<file path="src/rtl/diag_frame_receiver_macros.svh">
// Assertion macros shared by the diagnostic frame receiver RTL.
// Depends on nothing; the asserting modules provide clk and rst_n.
`ifndef DIAG_FRAME_RECEIVER_MACROS_SVH
`define DIAG_FRAME_RECEIVER_MACROS_SVH

`ifndef SYNTHESIS

// Same-cycle implication, checked out of reset.
`define DFR_ASSERT_IMPLY(label, ante, cons) \
  label: assert property (@(posedge clk) disable iff (!rst_n) (ante) |-> (cons)) \
    else $error("dfr assertion failed");

// Next-cycle implication, checked out of reset.
`define DFR_ASSERT_NEXT(label, ante, cons) \
  label: assert property (@(posedge clk) disable iff (!rst_n) (ante) |=> (cons)) \
    else $error("dfr assertion failed");

`else

`define DFR_ASSERT_IMPLY(label, ante, cons)
`define DFR_ASSERT_NEXT(label, ante, cons)

`endif

`endif

</file>
<file path="src/rtl/dfr_pkg.sv">
// Shared types and constants for the diagnostic frame receiver.
// No dependencies.
package dfr_pkg;

  localparam int unsigned BYTE_W = 8;

  localparam logic [BYTE_W-1:0] MIN_FRAME_LEN = 8'd3;
  localparam logic [BYTE_W-1:0] SUM_OK        = 8'h00;

  // result kinds
  localparam logic KIND_DATA = 1'b0;
  localparam logic KIND_END  = 1'b1;

  // frame status codes
  localparam logic [1:0] STATUS_OK      = 2'd0;
  localparam logic [1:0] STATUS_CSUM    = 2'd1;
  localparam logic [1:0] STATUS_LEN_ERR = 2'd2;

  typedef struct packed {
    logic              item_kind;
    logic [BYTE_W-1:0] data_byte;
    logic [BYTE_W-1:0] byte_index;
    logic [BYTE_W-1:0] frame_header;
    logic [BYTE_W-1:0] frame_length;
    logic [1:0]        frame_status;
    logic              frame_last;
  } dfr_result_t;

endpackage

</file>
<file path="src/rtl/dfr_in_if.sv">
// Valid/ready channel for received bytes.
// Depends on dfr_pkg.
interface dfr_in_if;
  logic                      valid;
  logic                      ready;
  logic [dfr_pkg::BYTE_W-1:0] rx_byte;
  logic                      frame_start;

  modport source (output valid, output rx_byte, output frame_start, input ready);
  modport sink (input valid, input rx_byte, input frame_start, output ready);
endinterface

</file>
<file path="src/rtl/dfr_out_if.sv">
// Valid/ready channel for data byte and frame end results.
// Depends on dfr_pkg.
interface dfr_out_if;
  logic                      valid;
  logic                      ready;
  logic                      item_kind;
  logic [dfr_pkg::BYTE_W-1:0] data_byte;
  logic [dfr_pkg::BYTE_W-1:0] byte_index;
  logic [dfr_pkg::BYTE_W-1:0] frame_header;
  logic [dfr_pkg::BYTE_W-1:0] frame_length;
  logic [1:0]                frame_status;
  logic                      frame_last;

  modport source (
    output valid, output item_kind, output data_byte, output byte_index,
    output frame_header, output frame_length, output frame_status,
    output frame_last, input ready
  );
  modport sink (
    input valid, input item_kind, input data_byte, input byte_index,
    input frame_header, input frame_length, input frame_status,
    input frame_last, output ready
  );
endinterface

</file>
<file path="src/rtl/dfr_frame_fsm.sv">
// Frame parser: phase, running sum, held header/length and data index.
// Depends on dfr_pkg and diag_frame_receiver_macros.svh.
`include "diag_frame_receiver_macros.svh"

module dfr_frame_fsm (
  input  logic                       clk,
  input  logic                       rst_n,
  input  logic                       accept,
  input  logic [dfr_pkg::BYTE_W-1:0] rx_byte,
  input  logic                       frame_start,
  output logic                       res_valid,
  output dfr_pkg::dfr_result_t       res
);

  typedef enum logic [1:0] {
    PH_HEADER,
    PH_LENGTH,
    PH_DATA,
    PH_CHECK
  } phase_t;

  phase_t                     phase_r, phase_nxt;
  logic [dfr_pkg::BYTE_W-1:0] running_sum_r, running_sum_nxt;
  logic [dfr_pkg::BYTE_W-1:0] held_header_r, held_header_nxt;
  logic [dfr_pkg::BYTE_W-1:0] held_length_r, held_length_nxt;
  logic [dfr_pkg::BYTE_W-1:0] data_position_r, data_position_nxt;

  logic [dfr_pkg::BYTE_W-1:0] sum_add;
  logic [dfr_pkg::BYTE_W-1:0] pos_inc;
  logic [dfr_pkg::BYTE_W-1:0] data_count;

  assign sum_add    = running_sum_r + rx_byte;
  assign pos_inc    = data_position_r + 8'd1;
  assign data_count = held_length_r - dfr_pkg::MIN_FRAME_LEN;

  always_comb begin
    phase_nxt         = phase_r;
    running_sum_nxt   = running_sum_r;
    held_header_nxt   = held_header_r;
    held_length_nxt   = held_length_r;
    data_position_nxt = data_position_r;
    res_valid         = 1'b0;
    res.item_kind     = dfr_pkg::KIND_DATA;
    res.data_byte     = '0;
    res.byte_index    = '0;
    res.frame_header  = held_header_r;
    res.frame_length  = held_length_r;
    res.frame_status  = dfr_pkg::STATUS_OK;
    res.frame_last    = 1'b0;

    if (accept) begin
      priority if (frame_start || phase_r == PH_HEADER) begin
        // new header: any partial frame is dropped without a result
        held_header_nxt   = rx_byte;
        held_length_nxt   = '0;
        running_sum_nxt   = rx_byte;
        data_position_nxt = '0;
        phase_nxt         = PH_LENGTH;
      end else begin
        unique case (phase_r)
          PH_LENGTH: begin
            held_length_nxt   = rx_byte;
            running_sum_nxt   = sum_add;
            data_position_nxt = '0;
            if (rx_byte < dfr_pkg::MIN_FRAME_LEN) begin
              phase_nxt        = PH_HEADER;
              res_valid        = 1'b1;
              res.item_kind    = dfr_pkg::KIND_END;
              res.frame_length = rx_byte;
              res.frame_status = dfr_pkg::STATUS_LEN_ERR;
              res.frame_last   = 1'b1;
            end else if (rx_byte == dfr_pkg::MIN_FRAME_LEN) begin
              phase_nxt = PH_CHECK;
            end else begin
              phase_nxt = PH_DATA;
            end
          end
          PH_DATA: begin
            running_sum_nxt   = sum_add;
            data_position_nxt = pos_inc;
            if (pos_inc >= data_count) begin
              phase_nxt = PH_CHECK;
            end
            res_valid      = 1'b1;
            res.data_byte  = rx_byte;
            res.byte_index = data_position_r;
          end
          PH_CHECK: begin
            running_sum_nxt  = sum_add;
            phase_nxt        = PH_HEADER;
            res_valid        = 1'b1;
            res.item_kind    = dfr_pkg::KIND_END;
            res.frame_status = (sum_add == dfr_pkg::SUM_OK) ? dfr_pkg::STATUS_OK
                                                            : dfr_pkg::STATUS_CSUM;
            res.frame_last   = 1'b1;
          end
          PH_HEADER: begin
            // handled above
          end
          default: begin
          end
        endcase
      end
    end
  end

  always_ff @(posedge clk) begin
    if (!rst_n) begin
      phase_r         <= PH_HEADER;
      running_sum_r   <= '0;
      held_header_r   <= '0;
      held_length_r   <= '0;
      data_position_r <= '0;
    end else begin
      phase_r         <= phase_nxt;
      running_sum_r   <= running_sum_nxt;
      held_header_r   <= held_header_nxt;
      held_length_r   <= held_length_nxt;
      data_position_r <= data_position_nxt;
    end
  end

  // data phase is only entered for frames that carry payload
  `DFR_ASSERT_IMPLY(a_data_len, phase_r == PH_DATA, held_length_r > dfr_pkg::MIN_FRAME_LEN)
  // index never runs past the payload size
  `DFR_ASSERT_IMPLY(a_data_pos, phase_r == PH_DATA, data_position_r < data_count)

endmodule

</file>
<file path="src/rtl/dfr_out_buf.sv">
// Two-entry output buffer (result register plus skid) for result beats.
// Depends on dfr_pkg, dfr_out_if and diag_frame_receiver_macros.svh.
`include "diag_frame_receiver_macros.svh"

module dfr_out_buf (
  input  logic                 clk,
  input  logic                 rst_n,
  input  logic                 push,
  input  dfr_pkg::dfr_result_t push_data,
  output logic                 in_ready,
  dfr_out_if.source            out_bus
);

  dfr_pkg::dfr_result_t main_r;
  dfr_pkg::dfr_result_t skid_r;
  logic                 main_valid_r;
  logic                 skid_valid_r;
  logic                 pop;

  assign pop      = main_valid_r && out_bus.ready;
  assign in_ready = !skid_valid_r;

  always_ff @(posedge clk) begin
    if (!rst_n) begin
      main_valid_r <= 1'b0;
      skid_valid_r <= 1'b0;
    end else begin
      if (!main_valid_r || pop) begin
        if (skid_valid_r) begin
          main_r       <= skid_r;
          main_valid_r <= 1'b1;
          skid_valid_r <= 1'b0;
        end else begin
          main_r       <= push_data;
          main_valid_r <= push;
        end
      end else if (push) begin
        skid_r       <= push_data;
        skid_valid_r <= 1'b1;
      end
    end
  end

  assign out_bus.valid        = main_valid_r;
  assign out_bus.item_kind    = main_r.item_kind;
  assign out_bus.data_byte    = main_r.data_byte;
  assign out_bus.byte_index   = main_r.byte_index;
  assign out_bus.frame_header = main_r.frame_header;
  assign out_bus.frame_length = main_r.frame_length;
  assign out_bus.frame_status = main_r.frame_status;
  assign out_bus.frame_last   = main_r.frame_last;

  // skid only fills behind an occupied result register
  `DFR_ASSERT_IMPLY(a_skid_order, skid_valid_r, main_valid_r)
  // a beat is never pushed into a full buffer
  `DFR_ASSERT_IMPLY(a_no_overflow, push, !skid_valid_r)

endmodule

</file>
<file path="src/rtl/diag_frame_receiver.sv">
// Top level of the diagnostic frame receiver: frame parser plus output buffer.
// Depends on dfr_pkg, dfr_in_if, dfr_out_if, dfr_frame_fsm, dfr_out_buf.
//
// channel  | dir | payload                                          | handshake
// ---------+-----+--------------------------------------------------+----------
// in_bus   | in  | rx_byte, frame_start                             | valid/ready
// out_bus  | out | item_kind, data_byte, byte_index, frame_header,  | valid/ready
//          |     | frame_length, frame_status, frame_last           |
//
// One byte per cycle while in_bus.ready is high: the parser updates its state
// in the cycle a beat is accepted, and the result is registered into the result
// register, or into the skid entry while the result register is stalled.
// in_bus.ready is registered; it drops only when both the result register
// and the skid entry hold beats, i.e. once a second result beat arrives
// while the first one is still stalled on out_bus.
// A header byte and a length byte of 3 or more make no result; every other
// byte makes exactly one.
// rst_n is synchronous, active low; the parser returns to expecting a header.
module diag_frame_receiver (
  input  logic       clk,
  input  logic       rst_n,
  dfr_in_if.sink     in_bus,
  dfr_out_if.source  out_bus
);

  logic                 in_accept;
  logic                 buf_ready;
  logic                 res_valid;
  dfr_pkg::dfr_result_t res;

  assign in_bus.ready = buf_ready;
  assign in_accept    = in_bus.valid && buf_ready;

  dfr_frame_fsm u_fsm (
    .clk         (clk),
    .rst_n       (rst_n),
    .accept      (in_accept),
    .rx_byte     (in_bus.rx_byte),
    .frame_start (in_bus.frame_start),
    .res_valid   (res_valid),
    .res         (res)
  );

  dfr_out_buf u_out_buf (
    .clk       (clk),
    .rst_n     (rst_n),
    .push      (res_valid),
    .push_data (res),
    .in_ready  (buf_ready),
    .out_bus   (out_bus)
  );

endmodule

</file>
<file path="src/flat_wrapper.sv">
// flat-port wrapper written by rule: the top's interface ports become plain ports
module diag_frame_receiver_flat 
  (clk, rst_n, in_bus_valid, in_bus_rx_byte, in_bus_frame_start, in_bus_ready, out_bus_valid, out_bus_item_kind, out_bus_data_byte, out_bus_byte_index, out_bus_frame_header, out_bus_frame_length, out_bus_frame_status, out_bus_frame_last, out_bus_ready);
  dfr_in_if in_bus_i ();
  dfr_out_if out_bus_i ();
  input  logic clk;
  input  logic rst_n;
  input wire logic [$bits(in_bus_i.valid)-1:0] in_bus_valid;
  input wire logic [$bits(in_bus_i.rx_byte)-1:0] in_bus_rx_byte;
  input wire logic [$bits(in_bus_i.frame_start)-1:0] in_bus_frame_start;
  output wire logic [$bits(in_bus_i.ready)-1:0] in_bus_ready;
  output wire logic [$bits(out_bus_i.valid)-1:0] out_bus_valid;
  output wire logic [$bits(out_bus_i.item_kind)-1:0] out_bus_item_kind;
  output wire logic [$bits(out_bus_i.data_byte)-1:0] out_bus_data_byte;
  output wire logic [$bits(out_bus_i.byte_index)-1:0] out_bus_byte_index;
  output wire logic [$bits(out_bus_i.frame_header)-1:0] out_bus_frame_header;
  output wire logic [$bits(out_bus_i.frame_length)-1:0] out_bus_frame_length;
  output wire logic [$bits(out_bus_i.frame_status)-1:0] out_bus_frame_status;
  output wire logic [$bits(out_bus_i.frame_last)-1:0] out_bus_frame_last;
  input wire logic [$bits(out_bus_i.ready)-1:0] out_bus_ready;
  assign in_bus_i.valid = in_bus_valid;
  assign in_bus_i.rx_byte = in_bus_rx_byte;
  assign in_bus_i.frame_start = in_bus_frame_start;
  assign in_bus_ready = in_bus_i.ready;
  assign out_bus_valid = out_bus_i.valid;
  assign out_bus_item_kind = out_bus_i.item_kind;
  assign out_bus_data_byte = out_bus_i.data_byte;
  assign out_bus_byte_index = out_bus_i.byte_index;
  assign out_bus_frame_header = out_bus_i.frame_header;
  assign out_bus_frame_length = out_bus_i.frame_length;
  assign out_bus_frame_status = out_bus_i.frame_status;
  assign out_bus_frame_last = out_bus_i.frame_last;
  assign out_bus_i.ready = out_bus_ready;
  diag_frame_receiver u_core (.clk(clk), .rst_n(rst_n), .in_bus(in_bus_i), .out_bus(out_bus_i));
endmodule
</file>
<file path="config.mk">
export PLATFORM = sky130hd
export DESIGN_NAME = diag_frame_receiver_flat
export DESIGN_NICKNAME = d
export VERILOG_FILES = /design/src/rtl/dfr_pkg.sv /design/src/rtl/dfr_in_if.sv /design/src/rtl/dfr_out_if.sv /design/src/rtl/dfr_frame_fsm.sv /design/src/rtl/dfr_out_buf.sv /design/src/rtl/diag_frame_receiver.sv /design/src/flat_wrapper.sv
export VERILOG_INCLUDE_DIRS = /design/src /design/src/rtl
export SDC_FILE = /design/constraint.sdc
export NUM_CORES = 1
export LEC_CHECK = 0
export BUFFER_PORTS_ARGS = -buffer_cell sky130_fd_sc_hd__clkbuf_2
export CELL_PAD_IN_SITES_DETAIL_PLACEMENT = 1
export CELL_PAD_IN_SITES_GLOBAL_PLACEMENT = 1
export CORE_UTILIZATION = 43
export CTS_CLUSTER_SIZE = 12
export DETAILED_ROUTE_END_ITERATION = 16
export MAX_ROUTING_LAYER = met4
export PLACE_DENSITY = 0.82
export SETUP_SLACK_MARGIN = 0.02
export SLEW_MARGIN = 25
export SYNTH_ARGS = -nofsm -noshare
export SYNTH_HDL_FRONTEND = slang
export SYNTH_SLANG_ARGS = --single-unit
export TNS_END_PERCENT = 10
</file>
<file path="constraint.sdc">
create_clock -name clk -period 3.87 [get_ports clk]
set_clock_uncertainty 0.15 [all_clocks]
set_input_delay 0.774 -clock clk [delete_from_list [all_inputs] [get_ports clk]]
set_output_delay 0.774 -clock clk [all_outputs]
set_load 0.01 [all_outputs]
</file>
==> run summary, run 1 <==
Final period demand of the worst path - 2.96 ns
Fin nets - 493
Chip Width - 108 um
Slew at the pin closest to its max-slew limit - 0.674 ns
Iteration-0 DRC Markers - 117
Post-Synth Simple-Gate Area - 14.1%
Worst setup SP type - input pin
Slew headroom - 54.8%
Final hold vios - 0
Postcts setup bufs - 0
Ranking of synthesized cells by area - edfxtp_1 43%, dfxtp_1 15%, ha_1 4.4%, a21o_1 3.6%, a21oi_1 2.7%
Psw - 569 uW
Register area share after synthesis - 58.1%
Vias per inst - 5.57
Hold crit path type - flop to flop
Vias in the first global route - 3583
Cts hold-fix bufs - 0
Adder-cell share of the synthesized area - 4.79%
CP cell instances - clkbuf_2 -> ha_1 -> fa_1 -> a211o_1 -> a21oi_1 -> o211ai_1 -> a2111oi_0 -> o21ai_0
Clk slew on worst S/H paths - 0.08 ns
Area delta synth->final - 15.1%
Number of synthesized flops with an enable pin - 70
Final ANT Viol Nets - 0
Critical path capture point type - flop
Antenna violations before repair - 0
Endpoints failing setup - 0
Maximum VDD drop - 0.000207 V
Crit path DAT - 2.88 ns
# DRC - 0
Largest family of logic cells by synthesized area - simple AND/OR/NAND/NOR gates
Switching Fraction - 24.3%
Fmax - 338 MHz
Total GRT Usage - 21.5%
Combinational Power Share - 8.6%
Mapped cell area - 0.00485 mm2
CP peak stage delay - 0.43 ns
Worst Path Max Fanout - 8
Num CTS Buffers - 9
Count of cell types in the netlist - 53
CTS Sinks - 106
Final HPWL DP - 8120 um
Avg WL per Cell - 18.6 um
Post-synth net total - 442
Sequential Power Share - 53.6%
Number of diodes - 0
WP data required - 3.79 ns
Max Root-Sink Buffers - 2
Async set-reset flop share out of synthesis - 0%
Cell area power density - 419 mW/mm2
Outcome - finished clean
CP delay by family, top - compound AO/OA/AOI/OAI gates
Worst-Skew Late Latency - 0.35 ns
Final Total Pwr - 2340 uW
Ports - 51
Post-synth top area cell - edfxtp_1
Synth Area in Compound Gates - 13.5%
Bufs and invs on worst path - 1
First-pass DRT Iterations - 4
GRT overflow - 0
Initial Util - 44.4%
Leak - 0.00237 uW
Max Slew Vio Count - 0
Clock power frac - 37.8%
R2R Setup Slk - 1.13 ns
Synth Area in XOR/XNOR - 2.89%
Fin Hold WS - 0.317 ns
Port buffer count - 50
H-tree depth - 3
FP Rows - 38
Cell count after synthesis - 411
Total die area - 0.0117 mm2
Most common cell after layout, fill and taps aside - edfxtp_1
Commonest cells after routing, fill and taps aside - 70 x edfxtp_1, 50 x clkbuf_2, 36 x dfxtp_1
Placeable Area - 0.0109 mm2
Flop and latch count out of synthesis - 106
Layout cells sized above 1 - 23.3%
Vias - 3382
Routed Wire Length - 11300 um
Cell internal pwr - 1770 uW
Total negative slack - 0 ns
Area fraction of the dominant cell type after synthesis - 43.3%
RD Place Congestion - 0.852
RSZ-0062 raised after global routing - false
CTS tree - built
Inst Count DP - 591
Clock tree root driver cell - clkbuf_16
Pin count of the biggest net entering global routing - 32
First-pass GRT wire length - 18300 um
Synth Warn # - 0
Non-filler cells, final - 607
Post-route core utilization - 51.1%
Max Cap Viol - 0
Tcrit/Tclk final - 76.4%
WS Path Type - input pin to flop
PostCTS Resize Cnt - 0
DIE HEIGHT - 108 um
Crit path max-delay cell type - fa_1
Main flop type after synthesis - edfxtp_1
Mux contribution to synthesized area - 4.48%
Mean post-synth cell area - 11.8 um2
## per-stage QoR
stage               setup slack (ns)  area, um2
finish                         0.913       5590
CTS                            0.951       5590
detailed placement             0.585       5300
floorplan                      0.500       4860
global placement               0.642       5300
global route                   0.721       5590
## worst paths after layout
kind,to,cells after the start,from
setup / recovery,u_core.u_out_buf.skid_r[1],8,in_bus_rx_byte[0]
hold / removal,u_core.u_out_buf.skid_r[16],0,u_core.u_fsm.held_header_r[5]
setup reg to reg,u_core.u_fsm.phase_r[0],9,u_core.u_fsm.held_length_r[2]
hold reg to reg,u_core.u_out_buf.skid_r[16],0,u_core.u_fsm.held_header_r[5]
## layer usage
metal	wire, um	GRT usage (%)
met3	238	3.13
met4	161	7.34
met1	5080	25.7
met2	5780	37.0
met5	0	-
## worst register-to-register path, stage by stage (launching register included)
cell      delay (ns)
dfxtp_1         0.37
or4_1           0.56
a211oi_1        0.26
xnor2_1         0.17
ha_1            0.27
a21oi_1         0.16
nand2_1         0.09
a2111o_1        0.36
a21oi_1         0.14
o31ai_1         0.09
## cell families (layout without fill, tap and decap cells)
kind of cell,count (synthesis),count (layout)
xor gates and xnor gates,16,16
DFF,106,106
adders and majority gates,18,18
and+or+nand+nor,134,134
buffers and inverters,25,81
muxes,17,17
AOI/OAI and AO/OA,95,95
## sequential cells by signal, summed over array words and instances, names as in the netlist
signal,flops
u_core.u_fsm.data_position_r,8
u_core.u_out_buf.skid_valid_r,1
u_core.u_fsm.running_sum_r,8
u_core.u_out_buf.out_bus.data_byte,8
u_core.u_out_buf.out_bus.frame_length,8
u_core.u_out_buf.out_bus.frame_status,2
u_core.u_out_buf.out_bus.byte_index,8
u_core.u_fsm.phase_r,2
u_core.u_out_buf.out_bus.frame_header,8
u_core.u_out_buf.skid_r,35
u_core.u_out_buf.out_bus.valid,1
u_core.u_fsm.held_header_r,8
u_core.u_out_buf.out_bus.item_kind,1
u_core.u_fsm.held_length_r,8
## area by class of cell
cell class | instances | area (um2)
clock inverters | 6 | 50.0
fillers | 1192 | 5350
multi-input cells | 280 | 1950
inverters | 6 | 23.8
clock buffers | 10 | 239
repair buffers | 59 | 330
flip-flops and latches | 106 | 2820
well taps | 140 | 175
## cell usage after synthesis, drive strengths merged (5+ instances only)
cell / n
mux2: 17
a21o: 23
ha: 17
clkbuf: 17
inv: 5
nor3: 7
nand3: 15
and2: 7
nand2b: 5
edfxtp: 70
a21oi: 26
xnor2: 11
a22oi: 10
xor2: 5
dfxtp: 36
and3: 19
nand2: 31
o21ai: 12
nor2: 34
## power by group through the flow
stage | Sequential (uW) | Clock [uW] | Combinational (uW)
after floorplan | 1280 | 0 | 124
after global placement | 1280 | 0 | 196
after detailed placement | 1280 | 0 | 204
after CTS | 1250 | 901 | 205
after global routing | 1260 | 945 | 228
final | 1250 | 885 | 202
No activity file was read; power rests on OpenSTA's default activity.
==> inputs of run 2 (changes only) <==
==> constraint.sdc (replaced) <==
create_clock -name clk -period 2.5 [get_ports clk]
set_clock_uncertainty 0.15 [all_clocks]
set_input_delay 0.5 -clock clk [delete_from_list [all_inputs] [get_ports clk]]
set_output_delay 0.5 -clock clk [all_outputs]
set_load 0.01 [all_outputs]
==> run summary, run 2 (synthesis results as in run 1) <==
Outcome - complete, but fails checks
Failing checks - setup timing
Iteration-0 DRC Markers - 178
Worst setup SP type - flop
Maximum VDD drop - 0.000336 V
Commonest cells after routing, fill and taps aside - 70 x edfxtp_1, 50 x clkbuf_2, 47 x buf_4
Number of diodes - 0
Slew at the pin closest to its max-slew limit - 0.637 ns
Hold crit path type - flop to flop
Vias per inst - 5.79
Placeable Area - 0.0109 mm2
Cts hold-fix bufs - 0
Max FFs per register - 35
Worst Hold End - u_core.u_out_buf.skid_r[16]
Placed cell area - 0.00564 mm2
Tcrit/Tclk final - 102%
Cell area power density - 639 mW/mm2
Min setup slack post-route - -0.0608 ns
Max Root-Sink Buffers - 2
Fin nets - 534
R2R Setup Slk - -0.06 ns
Total die area - 0.0117 mm2
RD Place Congestion - 0.971
Area delta synth->final - 23.6%
CTS Sinks - 106
Most common cell after layout, fill and taps aside - edfxtp_1
Layout filler cell count - 1156
Ports - 51
Critical path capture point type - flop
Final ANT Viol Nets - 0
Port buffer count - 50
Clk slew on worst S/H paths - 0.08 ns
Avg WL per Cell - 20.3 um
Vias - 3754
Slew headroom - 57.4%
Pre-CTS setup slack - -0.392 ns
WS Path Type - flop to flop
Final hold vios - 0
Max Slew Vio Count - 0
Clock tree root driver cell - clkbuf_16
Register area - 0.00283 mm2
Max Cap Viol - 0
# DRC - 0
Worst-Skew Late Latency - 0.35 ns
Leak - 0.00259 uW
Initial Util - 44.4%
Fmax - 391 MHz
WP data required - 2.57 ns
Hold Path Cell Cnt - 0
FP Rows - 38
Reg with most FFs - u_core.u_out_buf.skid_r
Worst reg2reg path depth - 9
Pin count of the biggest net entering global routing - 36
Chip Width - 108 um
Final period demand of the worst path - 2.56 ns
Antenna violations before repair - 0
Worst Path Max Fanout - 2
Post-route core utilization - 54.9%
GRT overflow - 0
Routed Wire Length - 13100 um
Vias in the first global route - 3919
First-pass GRT wire length - 21000 um
R2R Path End - u_core.u_fsm.phase_r[0]
Num CTS Buffers - 9
RSZ-0062 raised after global routing - true
H-tree depth - 3
Final HPWL DP - 8960 um
Total negative slack - -0.0608 ns
Layout cells sized above 1 - 31.9%
Multi-input logic area - 0.00200 mm2
Total GRT Usage - 24.9%
Crit path DAT - 2.63 ns
DIE HEIGHT - 108 um
CTS tree - built
Endpoints failing setup - 1
Post-route cell area - 0.00600 mm2
First-pass DRT Iterations - 4
Hold_sp - u_core.u_fsm.held_header_r[5]
RR Startpoint - u_core.u_fsm.held_length_r[5]
[run 2: cell type report]
class,count,share of cell area (%)
flip-flops and latches,106,47.1
multi-input cells,280,33.3
clock inverters,7,1.46
inverters,6,0.396
repair buffers,100,11.1
clock buffers,9,3.75
well taps,140,2.92
[run 2: repair_timing]
item / in CTS / in global routing
gates resized for setup: 9 / 3
buffers inserted: 0 / 0
setup endpoints to repair: 3 / 3
pin swaps: 8 / 1
[run 2: power by group]
part | switching, uW | internal (uW) | total (uW)
sequential | 28.2 | 1910 | 1940
combinational | 233 | 171 | 404
clock | 692 | 799 | 1490
[run 2: worst max path at each step]
stage / from / end / slack (ns) / depth (start not counted)
2_1_floorplan: in_bus_rx_byte[2] / u_core.u_out_buf.skid_r[10] / -0.11 / 4
3_3_place_gp: in_bus_rx_byte[0] / u_core.u_out_buf.out_bus.frame_status[0] / -0.30 / 9
3_5_place_dp: in_bus_rx_byte[0] / u_core.u_out_buf.out_bus.frame_status[0] / -0.39 / 9
4_1_cts: u_core.u_fsm.held_length_r[5] / u_core.u_fsm.phase_r[0] / -0.12 / 9
5_1_grt: u_core.u_fsm.held_length_r[5] / u_core.u_fsm.phase_r[0] / -0.16 / 9
6_report: u_core.u_fsm.held_length_r[5] / u_core.u_fsm.phase_r[0] / -0.06 / 9
[run 2: critical path: stages, from the launching register on]
cell and delay, ns:
dfxtp_2 0.33, or4_4 0.53, a211oi_2 0.19, xnor2_1 0.12, ha_1 0.33, a21oi_2 0.12
nand2_1 0.09, a2111o_1 0.33, a21oi_2 0.15, o31ai_1 0.09
[run 2: stage by stage]
step	std cells	hold slack [ns]	power, uW
after CTS	648	0.319	3850
after global routing	648	0.336	3970
after global placement	632	0.284	2330
final	648	0.322	3830
after detailed placement	632	0.302	2360
after floorplan	411	0.276	2180
[run 2: layer usage]
layer | track usage, % | vias up | share of wire (%)
met3 | 4.82 | 28 | 4.3
li1 | - | 1710 | -
met5 | - | - | 0
met2 | 42.1 | 114 | 51
met1 | 29.2 | 1902 | 42
met4 | 9.46 | 0 | 2.7
